$ cat config.mk
export PLATFORM = sky130hd
export DESIGN_NAME = lottery_ticket_scheduler
export DESIGN_NICKNAME = d
export VERILOG_FILES = /design/src/hdl/lts_pkg.sv /design/src/hdl/lts_ram.sv /design/src/hdl/lts_step_unit.sv /design/src/hdl/lottery_ticket_scheduler.sv
export SDC_FILE = /design/constraint.sdc
export NUM_CORES = 1
export LEC_CHECK = 0
export BUFFER_PORTS_ARGS = -buffer_cell sky130_fd_sc_hd__buf_2
export CORE_MARGIN = 2
export CORE_UTILIZATION = 50
export DETAILED_ROUTE_END_ITERATION = 8
export GPL_TIMING_DRIVEN = 0
export PLACE_DENSITY_LB_ADDON = 0.3
export SLEW_MARGIN = 20
export SYNTH_ARGS = -nofsm -noshare
export SYNTH_HDL_FRONTEND = slang
export SYNTH_SLANG_ARGS = --single-unit
$ cat constraint.sdc
create_clock -name clk -period 5.7 [get_ports clk]
set_input_delay 0.57 -clock clk [delete_from_list [all_inputs] [get_ports clk]]
set_output_delay 0.57 -clock clk [all_outputs]
set_load 0.03 [all_outputs]
$ cat src/hdl/lts_pkg.sv
// Shared types and constants for the lottery ticket scheduler.
`default_nettype none

package lts_pkg;

    localparam int ID_W     = 16;
    localparam int TICKET_W = 16;
    localparam int DRAW_W   = 20;
    localparam int TOTAL_W  = 20;

    localparam logic [TICKET_W-1:0] TICKET_MAX = 16'hFFFF;
    localparam logic [TOTAL_W-1:0]  TOTAL_MAX  = 20'hFFFFF;

    typedef enum logic [1:0] {
        KIND_ADD    = 2'd0,
        KIND_ALLOC  = 2'd1,
        KIND_SELECT = 2'd2,
        KIND_NONE   = 2'd3
    } kind_t;

    typedef enum logic [2:0] {
        ST_OK        = 3'd0,
        ST_NOT_FOUND = 3'd1,
        ST_EMPTY     = 3'd2,
        ST_FULL      = 3'd3,
        ST_RANGE     = 3'd4
    } status_t;

    typedef enum logic [1:0] {
        S_IDLE,
        S_WALK,
        S_DONE
    } state_t;

    typedef struct packed {
        logic [ID_W-1:0]     id;
        logic [TICKET_W-1:0] tickets;
    } entry_t;

    typedef struct packed {
        logic reach;
        logic match;
    } step_flags_t;

endpackage

`default_nettype wire

$ cat src/hdl/lts_ram.sv
// Generic simple dual-port RAM with registered read.
`default_nettype none

module lts_ram #(
    parameter int WIDTH = 32,
    parameter int DEPTH = 16,
    localparam int AW = (DEPTH > 1) ? $clog2(DEPTH) : 1
) (
    input  wire logic                  clk,
    input  wire logic                  we,
    input  wire logic [AW-1:0]         waddr,
    input  wire logic [WIDTH-1:0]      wdata,
    input  wire logic [AW-1:0]         raddr,
    output logic      [WIDTH-1:0]      rdata
);

    logic [WIDTH-1:0] mem [DEPTH];

    always_ff @(posedge clk)
    begin
        if (we)
        begin
            mem[waddr] <= wdata;
        end
        rdata <= mem[raddr];
    end

endmodule

`default_nettype wire

$ cat src/hdl/lts_step_unit.sv
// Shared step unit: running-sum add, draw compare, id match, saturating credit.
`default_nettype none

module lts_step_unit #(
    parameter int SUM_W = 21
) (
    input  wire logic [SUM_W-1:0]             acc,
    input  wire logic [lts_pkg::TICKET_W-1:0] ticket,
    input  wire logic [lts_pkg::TICKET_W-1:0] amount,
    input  wire logic [lts_pkg::DRAW_W-1:0]   draw,
    input  wire logic [lts_pkg::ID_W-1:0]     entry_id,
    input  wire logic [lts_pkg::ID_W-1:0]     client_id,
    output logic      [SUM_W-1:0]             sum,
    output logic      [lts_pkg::TICKET_W-1:0] sat_ticket,
    output lts_pkg::step_flags_t              flags
);

    logic [lts_pkg::TICKET_W:0] credit;

    always_comb
    begin
        sum         = acc + SUM_W'(ticket);
        flags.reach = (sum >= SUM_W'(draw));
        flags.match = (entry_id == client_id);
        credit      = {1'b0, ticket} + {1'b0, amount};
        sat_ticket  = credit[lts_pkg::TICKET_W] ? lts_pkg::TICKET_MAX
                                                : credit[lts_pkg::TICKET_W-1:0];
    end

endmodule

`default_nettype wire

$ cat src/hdl/lottery_ticket_scheduler.sv
// Lottery ticket scheduler top level: sequencer, entry table and result register.
//
// Input channel (in_valid/in_ready): kind, client_id, ticket_amount, draw.
// Output channel (out_valid/out_ready): status, winner_id, total_tickets.
// Exactly one result per accepted item. One item is in work at a time;
// in_ready is high only while the sequencer is idle.
// Add, unused kind, allocate or select on an empty table and out-of-range
// draws finish without a walk, going straight from idle to the done state.
// Allocate and select walk the entry RAM one entry per cycle through the
// shared step unit until a match or reach or the last entry, then go to
// the done state, which loads the output register once it is free.
// The running ticket total is kept in a register, so no extra pass is needed.
// Reset clears the entry count, the total, the state and out_valid; the RAM is
// not cleared, only entries below the count are ever used.
// When the receiver stalls, a finished result waits in the output register;
// the block still takes one more item and holds its result until the output
// register frees up.
`default_nettype none

module lottery_ticket_scheduler #(
    parameter int MAX_ENTRIES = 16
) (
    input  wire logic                           clk,
    input  wire logic                           rst_n,
    input  wire logic                           in_valid,
    output logic                                in_ready,
    input  wire logic [1:0]                     kind,
    input  wire logic [lts_pkg::ID_W-1:0]       client_id,
    input  wire logic [lts_pkg::TICKET_W-1:0]   ticket_amount,
    input  wire logic [lts_pkg::DRAW_W-1:0]     draw,
    output logic                                out_valid,
    input  wire logic                           out_ready,
    output logic [2:0]                          status,
    output logic [lts_pkg::ID_W-1:0]            winner_id,
    output logic [lts_pkg::TOTAL_W-1:0]         total_tickets
);

    localparam int AW = (MAX_ENTRIES > 1) ? $clog2(MAX_ENTRIES) : 1;
    localparam int CW = $clog2(MAX_ENTRIES + 1);
    localparam int TW = (lts_pkg::TICKET_W + CW > lts_pkg::TOTAL_W)
                        ? lts_pkg::TICKET_W + CW : lts_pkg::TOTAL_W;
    localparam int EW = $bits(lts_pkg::entry_t);

    lts_pkg::state_t  state_reg, state_next;
    logic [AW-1:0]    idx_reg, idx_next;
    logic [TW-1:0]    run_reg, run_next;
    logic [CW-1:0]    count_reg, count_next;
    logic [TW-1:0]    total_reg, total_next;
    logic             out_valid_reg, out_valid_next;

    lts_pkg::kind_t              kind_reg, kind_next;
    logic [lts_pkg::ID_W-1:0]     id_reg, id_next;
    logic [lts_pkg::TICKET_W-1:0] amount_reg, amount_next;
    logic [lts_pkg::DRAW_W-1:0]   draw_reg, draw_next;
    lts_pkg::status_t            res_status_reg, res_status_next;
    logic [lts_pkg::ID_W-1:0]     res_winner_reg, res_winner_next;
    lts_pkg::status_t            out_status_reg, out_status_next;
    logic [lts_pkg::ID_W-1:0]     out_winner_reg, out_winner_next;
    logic [lts_pkg::TOTAL_W-1:0]  out_total_reg, out_total_next;

    logic                         ram_we;
    logic [AW-1:0]                ram_waddr;
    lts_pkg::entry_t              ram_wdata;
    logic [AW-1:0]                ram_raddr;
    logic [EW-1:0]                ram_rdata;
    lts_pkg::entry_t              rd_entry;

    logic [TW-1:0]                step_sum;
    logic [lts_pkg::TICKET_W-1:0] step_sat;
    lts_pkg::step_flags_t         step_flags;

    logic                         accept;
    logic                         last_entry;
    logic [lts_pkg::TOTAL_W-1:0]  total_sat;

    assign rd_entry = lts_pkg::entry_t'(ram_rdata);

    lts_ram #(
        .WIDTH (EW),
        .DEPTH (MAX_ENTRIES)
    ) u_ram (
        .clk   (clk),
        .we    (ram_we),
        .waddr (ram_waddr),
        .wdata (ram_wdata),
        .raddr (ram_raddr),
        .rdata (ram_rdata)
    );

    lts_step_unit #(
        .SUM_W (TW)
    ) u_step (
        .acc        (run_reg),
        .ticket     (rd_entry.tickets),
        .amount     (amount_reg),
        .draw       (draw_reg),
        .entry_id   (rd_entry.id),
        .client_id  (id_reg),
        .sum        (step_sum),
        .sat_ticket (step_sat),
        .flags      (step_flags)
    );

    assign in_ready      = (state_reg == lts_pkg::S_IDLE);
    assign accept        = in_valid && in_ready;
    assign out_valid     = out_valid_reg;
    assign status        = out_status_reg;
    assign winner_id     = out_winner_reg;
    assign total_tickets = out_total_reg;

    assign last_entry = ((CW'(idx_reg) + CW'(1)) == count_reg);
    assign total_sat  = (total_reg > TW'(lts_pkg::TOTAL_MAX))
                        ? lts_pkg::TOTAL_MAX : total_reg[lts_pkg::TOTAL_W-1:0];
    // Prefetch: entry 0 while idle, the next entry while walking.
    assign ram_raddr  = (state_reg == lts_pkg::S_IDLE) ? '0 : AW'(idx_reg + AW'(1));

    always_comb
    begin
        state_next      = state_reg;
        idx_next        = idx_reg;
        run_next        = run_reg;
        count_next      = count_reg;
        total_next      = total_reg;
        out_valid_next  = out_valid_reg;
        kind_next       = kind_reg;
        id_next         = id_reg;
        amount_next     = amount_reg;
        draw_next       = draw_reg;
        res_status_next = res_status_reg;
        res_winner_next = res_winner_reg;
        out_status_next = out_status_reg;
        out_winner_next = out_winner_reg;
        out_total_next  = out_total_reg;
        ram_we          = 1'b0;
        ram_waddr       = idx_reg;
        ram_wdata       = '{id: id_reg, tickets: step_sat};

        if (out_valid_reg && out_ready)
        begin
            out_valid_next = 1'b0;
        end

        unique case (state_reg)
            lts_pkg::S_IDLE:
            begin
                if (accept)
                begin
                    kind_next       = lts_pkg::kind_t'(kind);
                    id_next         = client_id;
                    amount_next     = ticket_amount;
                    draw_next       = draw;
                    idx_next        = '0;
                    run_next        = '0;
                    res_status_next = lts_pkg::ST_OK;
                    res_winner_next = '0;
                    state_next      = lts_pkg::S_DONE;
                    unique case (lts_pkg::kind_t'(kind))
                        lts_pkg::KIND_ADD:
                        begin
                            if (count_reg == CW'(MAX_ENTRIES))
                            begin
                                res_status_next = lts_pkg::ST_FULL;
                            end
                            else
                            begin
                                ram_we     = 1'b1;
                                ram_waddr  = count_reg[AW-1:0];
                                ram_wdata  = '{id: client_id, tickets: ticket_amount};
                                count_next = count_reg + CW'(1);
                                total_next = total_reg + TW'(ticket_amount);
                            end
                        end
                        lts_pkg::KIND_ALLOC:
                        begin
                            if (count_reg == '0)
                            begin
                                res_status_next = lts_pkg::ST_NOT_FOUND;
                            end
                            else
                            begin
                                state_next = lts_pkg::S_WALK;
                            end
                        end
                        lts_pkg::KIND_SELECT:
                        begin
                            priority if (count_reg == '0)
                            begin
                                res_status_next = lts_pkg::ST_EMPTY;
                            end
                            else if (draw == '0 || TW'(draw) > total_reg)
                            begin
                                res_status_next = lts_pkg::ST_RANGE;
                            end
                            else
                            begin
                                state_next = lts_pkg::S_WALK;
                            end
                        end
                        lts_pkg::KIND_NONE:
                        begin
                        end
                        default:
                        begin
                        end
                    endcase
                end
            end

            lts_pkg::S_WALK:
            begin
                idx_next = AW'(idx_reg + AW'(1));
                run_next = step_sum;
                if (kind_reg == lts_pkg::KIND_SELECT)
                begin
                    if (step_flags.reach)
                    begin
                        res_winner_next = rd_entry.id;
                        state_next      = lts_pkg::S_DONE;
                    end
                    else if (last_entry)
                    begin
                        state_next = lts_pkg::S_DONE;
                    end
                end
                else
                begin
                    if (step_flags.match)
                    begin
                        ram_we     = 1'b1;
                        ram_waddr  = idx_reg;
                        ram_wdata  = '{id: rd_entry.id, tickets: step_sat};
                        total_next = total_reg + TW'(step_sat - rd_entry.tickets);
                        state_next = lts_pkg::S_DONE;
                    end
                    else if (last_entry)
                    begin
                        res_status_next = lts_pkg::ST_NOT_FOUND;
                        state_next      = lts_pkg::S_DONE;
                    end
                end
            end

            lts_pkg::S_DONE:
            begin
                if (!out_valid_reg || out_ready)
                begin
                    out_valid_next  = 1'b1;
                    out_status_next = res_status_reg;
                    out_winner_next = res_winner_reg;
                    out_total_next  = total_sat;
                    state_next      = lts_pkg::S_IDLE;
                end
            end

            default:
            begin
                state_next = lts_pkg::S_IDLE;
            end
        endcase
    end

    always_ff @(posedge clk or negedge rst_n)
    begin
        if (!rst_n)
        begin
            state_reg     <= lts_pkg::S_IDLE;
            count_reg     <= '0;
            total_reg     <= '0;
            out_valid_reg <= 1'b0;
        end
        else
        begin
            state_reg     <= state_next;
            count_reg     <= count_next;
            total_reg     <= total_next;
            out_valid_reg <= out_valid_next;
        end
    end

    always_ff @(posedge clk)
    begin
        idx_reg        <= idx_next;
        run_reg        <= run_next;
        kind_reg       <= kind_next;
        id_reg         <= id_next;
        amount_reg     <= amount_next;
        draw_reg       <= draw_next;
        res_status_reg <= res_status_next;
        res_winner_reg <= res_winner_next;
        out_status_reg <= out_status_next;
        out_winner_reg <= out_winner_next;
        out_total_reg  <= out_total_next;
    end

    a_count_bound: assert property (@(posedge clk) disable iff (!rst_n)
        count_reg <= CW'(MAX_ENTRIES))
        else $error("entry count above table depth");

    a_walk_in_table: assert property (@(posedge clk) disable iff (!rst_n)
        (state_reg == lts_pkg::S_WALK) |-> (CW'(idx_reg) < count_reg))
        else $error("walk index beyond entry count");

    a_one_in_flight: assert property (@(posedge clk) disable iff (!rst_n)
        accept |=> !in_ready)
        else $error("second item taken while one is in work");

    a_winner_only_ok: assert property (@(posedge clk) disable iff (!rst_n)
        (out_valid && out_status_reg != lts_pkg::ST_OK) |-> (winner_id == '0))
        else $error("winner id set on failed item");

endmodule

`default_nettype wire

==> impl_metrics.env, run 1 <==
export IMPL_slew_violations=0
export IMPL_hold_viol=0
export IMPL_seqPwrFrac_pct=33.6
export IMPL_powerDensity_nw_per_um2=616
export IMPL_gr_total_overflow=0
export IMPL_worstPathMaxFanout=5
export IMPL_sw_frac_of_total_pct=39.5
export IMPL_p_sw_mw=9.05
export IMPL_instances_no_fill=3453
export IMPL_critPathArrivalTime_ns=6.48
export IMPL_maxCapViolations=0
export IMPL_synth_edff_count=649
export IMPL_path_buf_inv=2
export IMPL_yosysTopAreaCellShare_pct=61.0
export IMPL_cp_start_kind="register"
export IMPL_end_kind="register"
export IMPL_first_iter_violations=2046
export IMPL_pwr_share_clk_pct=20.3
export IMPL_cts_reportedPaths_clkPinSlew_ns=0.06
export IMPL_grt_pass1_vias=20700
export IMPL_dp_slack_ns=-1.28
export IMPL_synth_top_area_cell="edfxtp_1"
export IMPL_grt_first_pass_wirelength_um=125000
export IMPL_largest_reg_flops=512
export IMPL_crit_type="reg -> reg"
export IMPL_final_common_cell="edfxtp_1"
export IMPL_cts_sinks=710
export IMPL_path_common_cell="a21oi_2"
export IMPL_grt_max_degree=34
export IMPL_final_nets=2730
export IMPL_htree_levels=3
export IMPL_antenna_found_initial=1
export IMPL_p_comb_share_pct=46.2
export IMPL_dr_pass1_iters=5
export IMPL_dp_hpwl_um=59100
export IMPL_multiInputGateArea_sq_um=10900
export IMPL_crit_slowest_cell="or3_4"
export IMPL_syn_to_final_growth_pct=16.4
export IMPL_register_area_sq_um=20900
export IMPL_top_register="u_ram.mem"
export IMPL_p_int_mw=13.9
export IMPL_cts_buffers=72
export IMPL_drt_wl_total_um=83000
export IMPL_yosys_warnings=0
export IMPL_ys_ff_latch=710
export IMPL_netlist_area_sq_um=31900
export IMPL_finClkSkew_ns=0.0303
export IMPL_drive_above_1_share_pct=17.0
export IMPL_fin_crit_ns=5.94
export IMPL_outcome="finished, violations left"
export IMPL_whs_ns=0.127
export IMPL_clock_latency_ns=0.63
export IMPL_ios=99
export IMPL_violations="negative setup slack"
export IMPL_max_freq_ghz=0.168
export IMPL_synth_async_reset_ratio_pct=4.08
export IMPL_syn_inst=2324
export IMPL_place_inst=3288
export IMPL_worst_pin_slew_ns=1.13
export IMPL_ir_drop_mv=0.311
export IMPL_via_count=20500
export IMPL_cp_top_family="compound AO/OA/AOI/OAI gates"
export IMPL_post_route_period_util_pct=104
export IMPL_crit_required_ns=6.24
export IMPL_design_area_sq_um=37200
export IMPL_fill_cells=4902
export IMPL_worst_slack_ns=-0.237
export IMPL_final_util_pct=59.0
export IMPL_diodes=0
export IMPL_placed_area_sq_um=34200
export IMPL_via_per_inst=5.94
export IMPL_cts_path_max_buffers=3
export IMPL_maxSlewHeadroom_pct=24.7
export IMPL_dieArea_sq_um=65900
export IMPL_p_leak_nw=13.5
export IMPL_gp_congestion=0.888
export IMPL_rows=92
export IMPL_start_util_pct=50.6
export IMPL_syn_num_nets=2504
export IMPL_ctsRootBufferMaster="clkbuf_16"
export IMPL_layout_common_cells="edfxtp_1, nand2_1, mux2i_1"
export IMPL_die_x_um=257
export IMPL_ys_seq_area_share_pct=65.3
export IMPL_ys_flop_type="edfxtp_1"
export IMPL_avgSynthCellArea_sq_um=13.7
export IMPL_grt_setup_unrepaired="true"
export IMPL_finalSetupViolCount=6
export IMPL_synth_cell_types=70
export IMPL_yosys_top_cells_area="edfxtp_1, ha_1, mux2i_1"
export IMPL_hold_class="in -> reg"
export IMPL_grt_usage_pct=25.1
export IMPL_drcViolationCount=0
export IMPL_post_drt_wl_per_cell_um=24.0
export IMPL_port_buffers=98
export IMPL_reg_top3="u_ram.mem x512, u_ram.rdata x32"
export IMPL_ant_nets=0
export IMPL_core_area_sq_um=63100
export IMPL_cts_tree="done"
export IMPL_max_stage_delay_ns=0.38
export IMPL_die_h_um=257
[power by group through the flow]
stage | clock (mW) | combinational, mW | sequential (mW)
after detailed placement | 0 | 9.43 | 7.78
after global placement | 0 | 8.98 | 7.80
after floorplan | 0 | 6.39 | 7.79
after global routing | 4.89 | 11.4 | 7.75
final | 4.64 | 10.6 | 7.69
after CTS | 4.68 | 10.1 | 7.68
[logic make-up (layout without fill, tap and decap cells)]
kind of cell | after synthesis | after routing | share of synthesized area [%]
AOI/OAI and AO/OA | 466 | 466 | 9.94
xor gates and xnor gates | 84 | 84 | 2.30
adders and majority gates | 122 | 122 | 4.87
buffers and inverters | 193 | 476 | 2.44
DFF | 710 | 710 | 65.3
muxes | 164 | 164 | 6.40
and+or+nand+nor | 585 | 585 | 8.76
[worst paths after layout]
check                             startpoint             to  slack [ns]  depth (start not counted)
max reg2reg                    amount_reg[0]  total_reg[20]       -0.24                         27
max in group asynchronous              rst_n      out_valid        4.71                          2
min reg2reg                res_status_reg[0]      status[0]        0.42                          0
max                            amount_reg[0]  total_reg[20]       -0.24                         27
min                             client_id[7]      id_reg[7]        0.13                          1
min in group asynchronous              rst_n   count_reg[0]        0.53                          2
[metal layers]
metal  wire [um]  vias to the layer above  GRT usage [%]
met2       40400                      831           42.4
li1            -                     9253              -
met4        2940                        0           9.11
met5           0                        -              0
met1       34000                    10300           33.2
met3        5720                      176           3.54
[Yosys cell counts (23+ instances only)]
library cell / instances
a211oi_1: 98
clkbuf_1: 74
dfrtp_1: 29
and2_1: 37
nor2_1: 91
xor2_1: 24
mux2i_1: 131
a311oi_1: 34
a21o_1: 24
nand2_1: 247
ha_1: 118
nor2b_1: 78
edfxtp_1: 649
dfxtp_1: 32
xnor2_1: 60
a31oi_1: 56
or2_2: 28
o21a_1: 24
mux4_2: 32
inv_1: 82
a21oi_1: 99
nor3_1: 23
o21ai_0: 46
[layout make-up]
| type | instances | area share [%] |
|---|---|---|
| Buffer | 111 | 1.35 |
| Clock buffer | 106 | 5.43 |
| Clock inverter | 25 | 0.777 |
| Inverter | 82 | 0.834 |
| Multi-Input combinational cell | 1421 | 29.3 |
| Sequential cell | 710 | 56.1 |
| Tap cell | 846 | 2.85 |
| Timing Repair Buffer | 152 | 3.33 |
[through the flow]
| stage | TNS, ns | total power [mW] |
|---|---|---|
| 6_report | -0.755 | 22.9 |
| 5_1_grt | -2.58 | 24.1 |
| 3_3_place_gp | -463.80 | 16.8 |
| 2_1_floorplan | 0 | 14.2 |
| 3_5_place_dp | -10.05 | 17.2 |
| 4_1_cts | -0.499 | 22.5 |
[worst reg2reg max path, cell delays in order (launching register included)]
cell	delay, ns
edfxtp_1	0.37
ha_2	0.21
fa_2	0.37
a21o_1	0.18
a21oi_2	0.17
o21ai_2	0.10
a21oi_2	0.21
a21o_1	0.17
o21a_1	0.19
buf_6	0.14
buf_8	0.12
nand2_2	0.06
ha_4	0.18
or3_4	0.38
o311a_4	0.38
o31ai_4	0.30
a21oi_2	0.09
xnor2_1	0.14
o21ai_2	0.21
ha_1	0.29
and2_4	0.15
a221o_1	0.33
a21o_4	0.23
o311ai_4	0.22
a31oi_2	0.14
o21a_1	0.20
nor3_2	0.17
xor2_1	0.16
[timing repair]
action,4_1_cts,5_1_grt
resized for setup,56,26
setup endpoints to repair,13,12
endpoints found under the hold margin,25,0
hold buffers,1,0
pin swaps,32,30
buffers inserted,25,8
Power figures use the tool's default switching activity.
==> run 2, diff against run 1 <==
Settings changed: BUFFER_PORTS_ARGS -buffer_cell sky130_fd_sc_hd__buf_2 to -buffer_cell sky130_fd_sc_hd__buf_4.
==> run 2 against run 1 <==
The flow still finishes with violations (negative setup slack). Hold slack improved by 0.013 ns. Non-clock buffer count grew 2. Total power grew 1.5%. Critical path depth is 2 higher. Highest routed layer unchanged. Critical path type unchanged. Worst setup slack better by 0.017 ns. Sequential share of layout area shrank 0.61 points. Combinational power barely moved. Count of clock-buffer cells in the layout is 17 lower. Cell count grew 0.12%.
==> impl_metrics.env, run 2 (synthesis results as in run 1) <==
export IMPL_dieArea_sq_um=65900
export IMPL_violations="negative setup slack"
export IMPL_syn_to_final_growth_pct=17.7
export IMPL_drcViolationCount=0
export IMPL_layout_common_cells="edfxtp_1, nand2_1, buf_4"
export IMPL_hold_depth=1
export IMPL_grt_first_pass_wirelength_um=124000
export IMPL_worst_slack_ns=-0.220
export IMPL_cp_startpoint="amount_reg[0]"
export IMPL_crit_slowest_cell="edfxtp_1"
export IMPL_sw_frac_of_total_pct=39.0
export IMPL_cts_reportedPaths_clkPinSlew_ns=0.06
export IMPL_dr_pass1_iters=5
export IMPL_reg_top3="u_ram.mem x512, u_ram.rdata x32"
export IMPL_p_int_mw=14.2
export IMPL_timing_rr_end="total_reg[20]"
export IMPL_ir_drop_mv=0.300
export IMPL_critPathArrivalTime_ns=6.46
export IMPL_slew_violations=0
export IMPL_grt_usage_pct=25.0
export IMPL_post_route_period_util_pct=104
export IMPL_fill_cells=4837
export IMPL_dp_hpwl_um=59200
export IMPL_path_common_cell="o21a_1"
export IMPL_seqPwrFrac_pct=33.1
export IMPL_placed_area_sq_um=34500
export IMPL_r2r_start="amount_reg[0]"
export IMPL_post_drt_wl_per_cell_um=23.9
export IMPL_rows=92
export IMPL_design_area_sq_um=37600
export IMPL_ant_nets=0
export IMPL_p_sw_mw=9.07
export IMPL_p_leak_nw=13.7
export IMPL_hold_viol=0
export IMPL_clock_latency_ns=0.62
export IMPL_register_area_sq_um=20900
export IMPL_p_comb_share_pct=46.1
export IMPL_diodes=0
export IMPL_outcome="finished, violations left"
export IMPL_crit_required_ns=6.24
export IMPL_gp_congestion=0.905
export IMPL_first_iter_violations=2150
export IMPL_cts_path_max_buffers=3
export IMPL_gr_total_overflow=0
export IMPL_worst_pin_slew_ns=1.20
export IMPL_largest_reg_flops=512
export IMPL_drive_above_1_share_pct=17.7
export IMPL_cp_start_kind="register"
export IMPL_htree_levels=3
export IMPL_worst_r2r_setup_slack_ns=-0.22
export IMPL_top_register="u_ram.mem"
export IMPL_finClkSkew_ns=0.0365
export IMPL_final_nets=2732
export IMPL_r2r_cells=29
export IMPL_multiInputGateArea_sq_um=10900
export IMPL_grt_max_degree=47
export IMPL_port_buffers=98
export IMPL_finalSetupViolCount=6
export IMPL_die_x_um=257
export IMPL_die_h_um=257
export IMPL_cts_buffers=72
export IMPL_cts_tree="done"
export IMPL_worstPathMaxFanout=5
export IMPL_via_per_inst=5.90
export IMPL_hold_class="in -> reg"
export IMPL_via_count=20400
export IMPL_maxSlewHeadroom_pct=19.8
export IMPL_crit_type="reg -> reg"
export IMPL_powerDensity_nw_per_um2=618
export IMPL_pwr_share_clk_pct=20.8
export IMPL_tns_ns=-0.932
export IMPL_min_from="client_id[8]"
export IMPL_antenna_found_initial=1
export IMPL_crit_path_end="total_reg[20]"
export IMPL_start_util_pct=50.6
export IMPL_max_stage_delay_ns=0.38
export IMPL_end_kind="register"
export IMPL_drt_wl_total_um=82800
export IMPL_cts_sinks=710
export IMPL_core_area_sq_um=63100
export IMPL_fin_crit_ns=5.92
export IMPL_grt_pass1_vias=20800
export IMPL_ios=99
export IMPL_final_common_cell="edfxtp_1"
export IMPL_maxCapViolations=0
export IMPL_grt_setup_unrepaired="true"
export IMPL_max_freq_ghz=0.169
export IMPL_ctsRootBufferMaster="clkbuf_16"
==> run 2: cell types whose count changed in the layout (fill, tap and decap cells not counted), sizes merged <==
cell	change
clkbuf	-16
buf	+1
clkinvlp	-2
bufinv	+6
clkinv	+15
==> run 2: layout make-up <==
| type | count | area share (%) |
|---|---|---|
| Multi-Input combinational cell | 1421 | 29.1 |
| Sequential cell | 710 | 55.5 |
| Clock inverter | 44 | 1.33 |
| Buffer | 111 | 1.33 |
| Clock buffer | 89 | 5.13 |
| Timing Repair Buffer | 154 | 4.01 |
| Inverter | 82 | 0.825 |
| Tap cell | 846 | 2.82 |
==> run 2: power by group through the flow <==
| stage | Combinational, mW | Clock, mW | Sequential, mW |
|---|---|---|---|
| final | 10.7 | 4.83 | 7.70 |
| after global placement | 9.02 | 0 | 7.81 |
| after global routing | 11.6 | 5.08 | 7.75 |
| after detailed placement | 9.53 | 0 | 7.79 |
| after CTS | 10.1 | 4.88 | 7.68 |
| after floorplan | 6.39 | 0 | 7.79 |
==> run 2: worst min-delay path by stage <==
stage,endpoint,slack (ns)
6_report,id_reg[8],0.14
5_1_grt,id_reg[8],0.12
4_1_cts,id_reg[8],0.11
3_5_place_dp,winner_id[5],0.41
3_3_place_gp,status[1],0.40
2_1_floorplan,count_reg[0],0.27
==> run 2: per-stage QoR <==
step	cells	power (mW)	setup slack, ns	utilization, %	hold slack [ns]
after floorplan	2324	14.2	0.0132	-	0.274
after global placement	3268	16.8	-2.13	53.5	0.401
after detailed placement	3288	17.3	-1.22	54.6	0.405
after CTS	3442	22.7	-0.139	59.1	0.110
after global routing	3457	24.4	-0.406	59.6	0.119
final	3457	23.2	-0.220	59.6	0.140
==> run 2: repair_timing <==
item	CTS	global route
hold endpoints to repair	29	0
hold buffers	1	0
setup endpoints to repair	14	10
pin swaps	23	31
buffers inserted	20	15
resized for setup	50	37
==> run 2: per-layer routing <==
metal | wire [um] | global-route usage (%) | vias up
li1 | - | - | 9258
met1 | 33400 | 33.0 | 10200
met2 | 40800 | 42.6 | 808
met3 | 5710 | 3.60 | 181
met4 | 2890 | 8.66 | 0
met5 | 0 | 0 | -
==> run 2: worst max-delay path, delay by kind of cell (launching register included) <==
kind                       cells  cell delay, ns
adders and majority gates      4            0.99
xor gates and xnor gates       1            0.15
DFF                            1            0.38
and+or+nand+nor                4            0.42
buffers and inverters          2            0.31
AOI/OAI and AO/OA             18            3.57
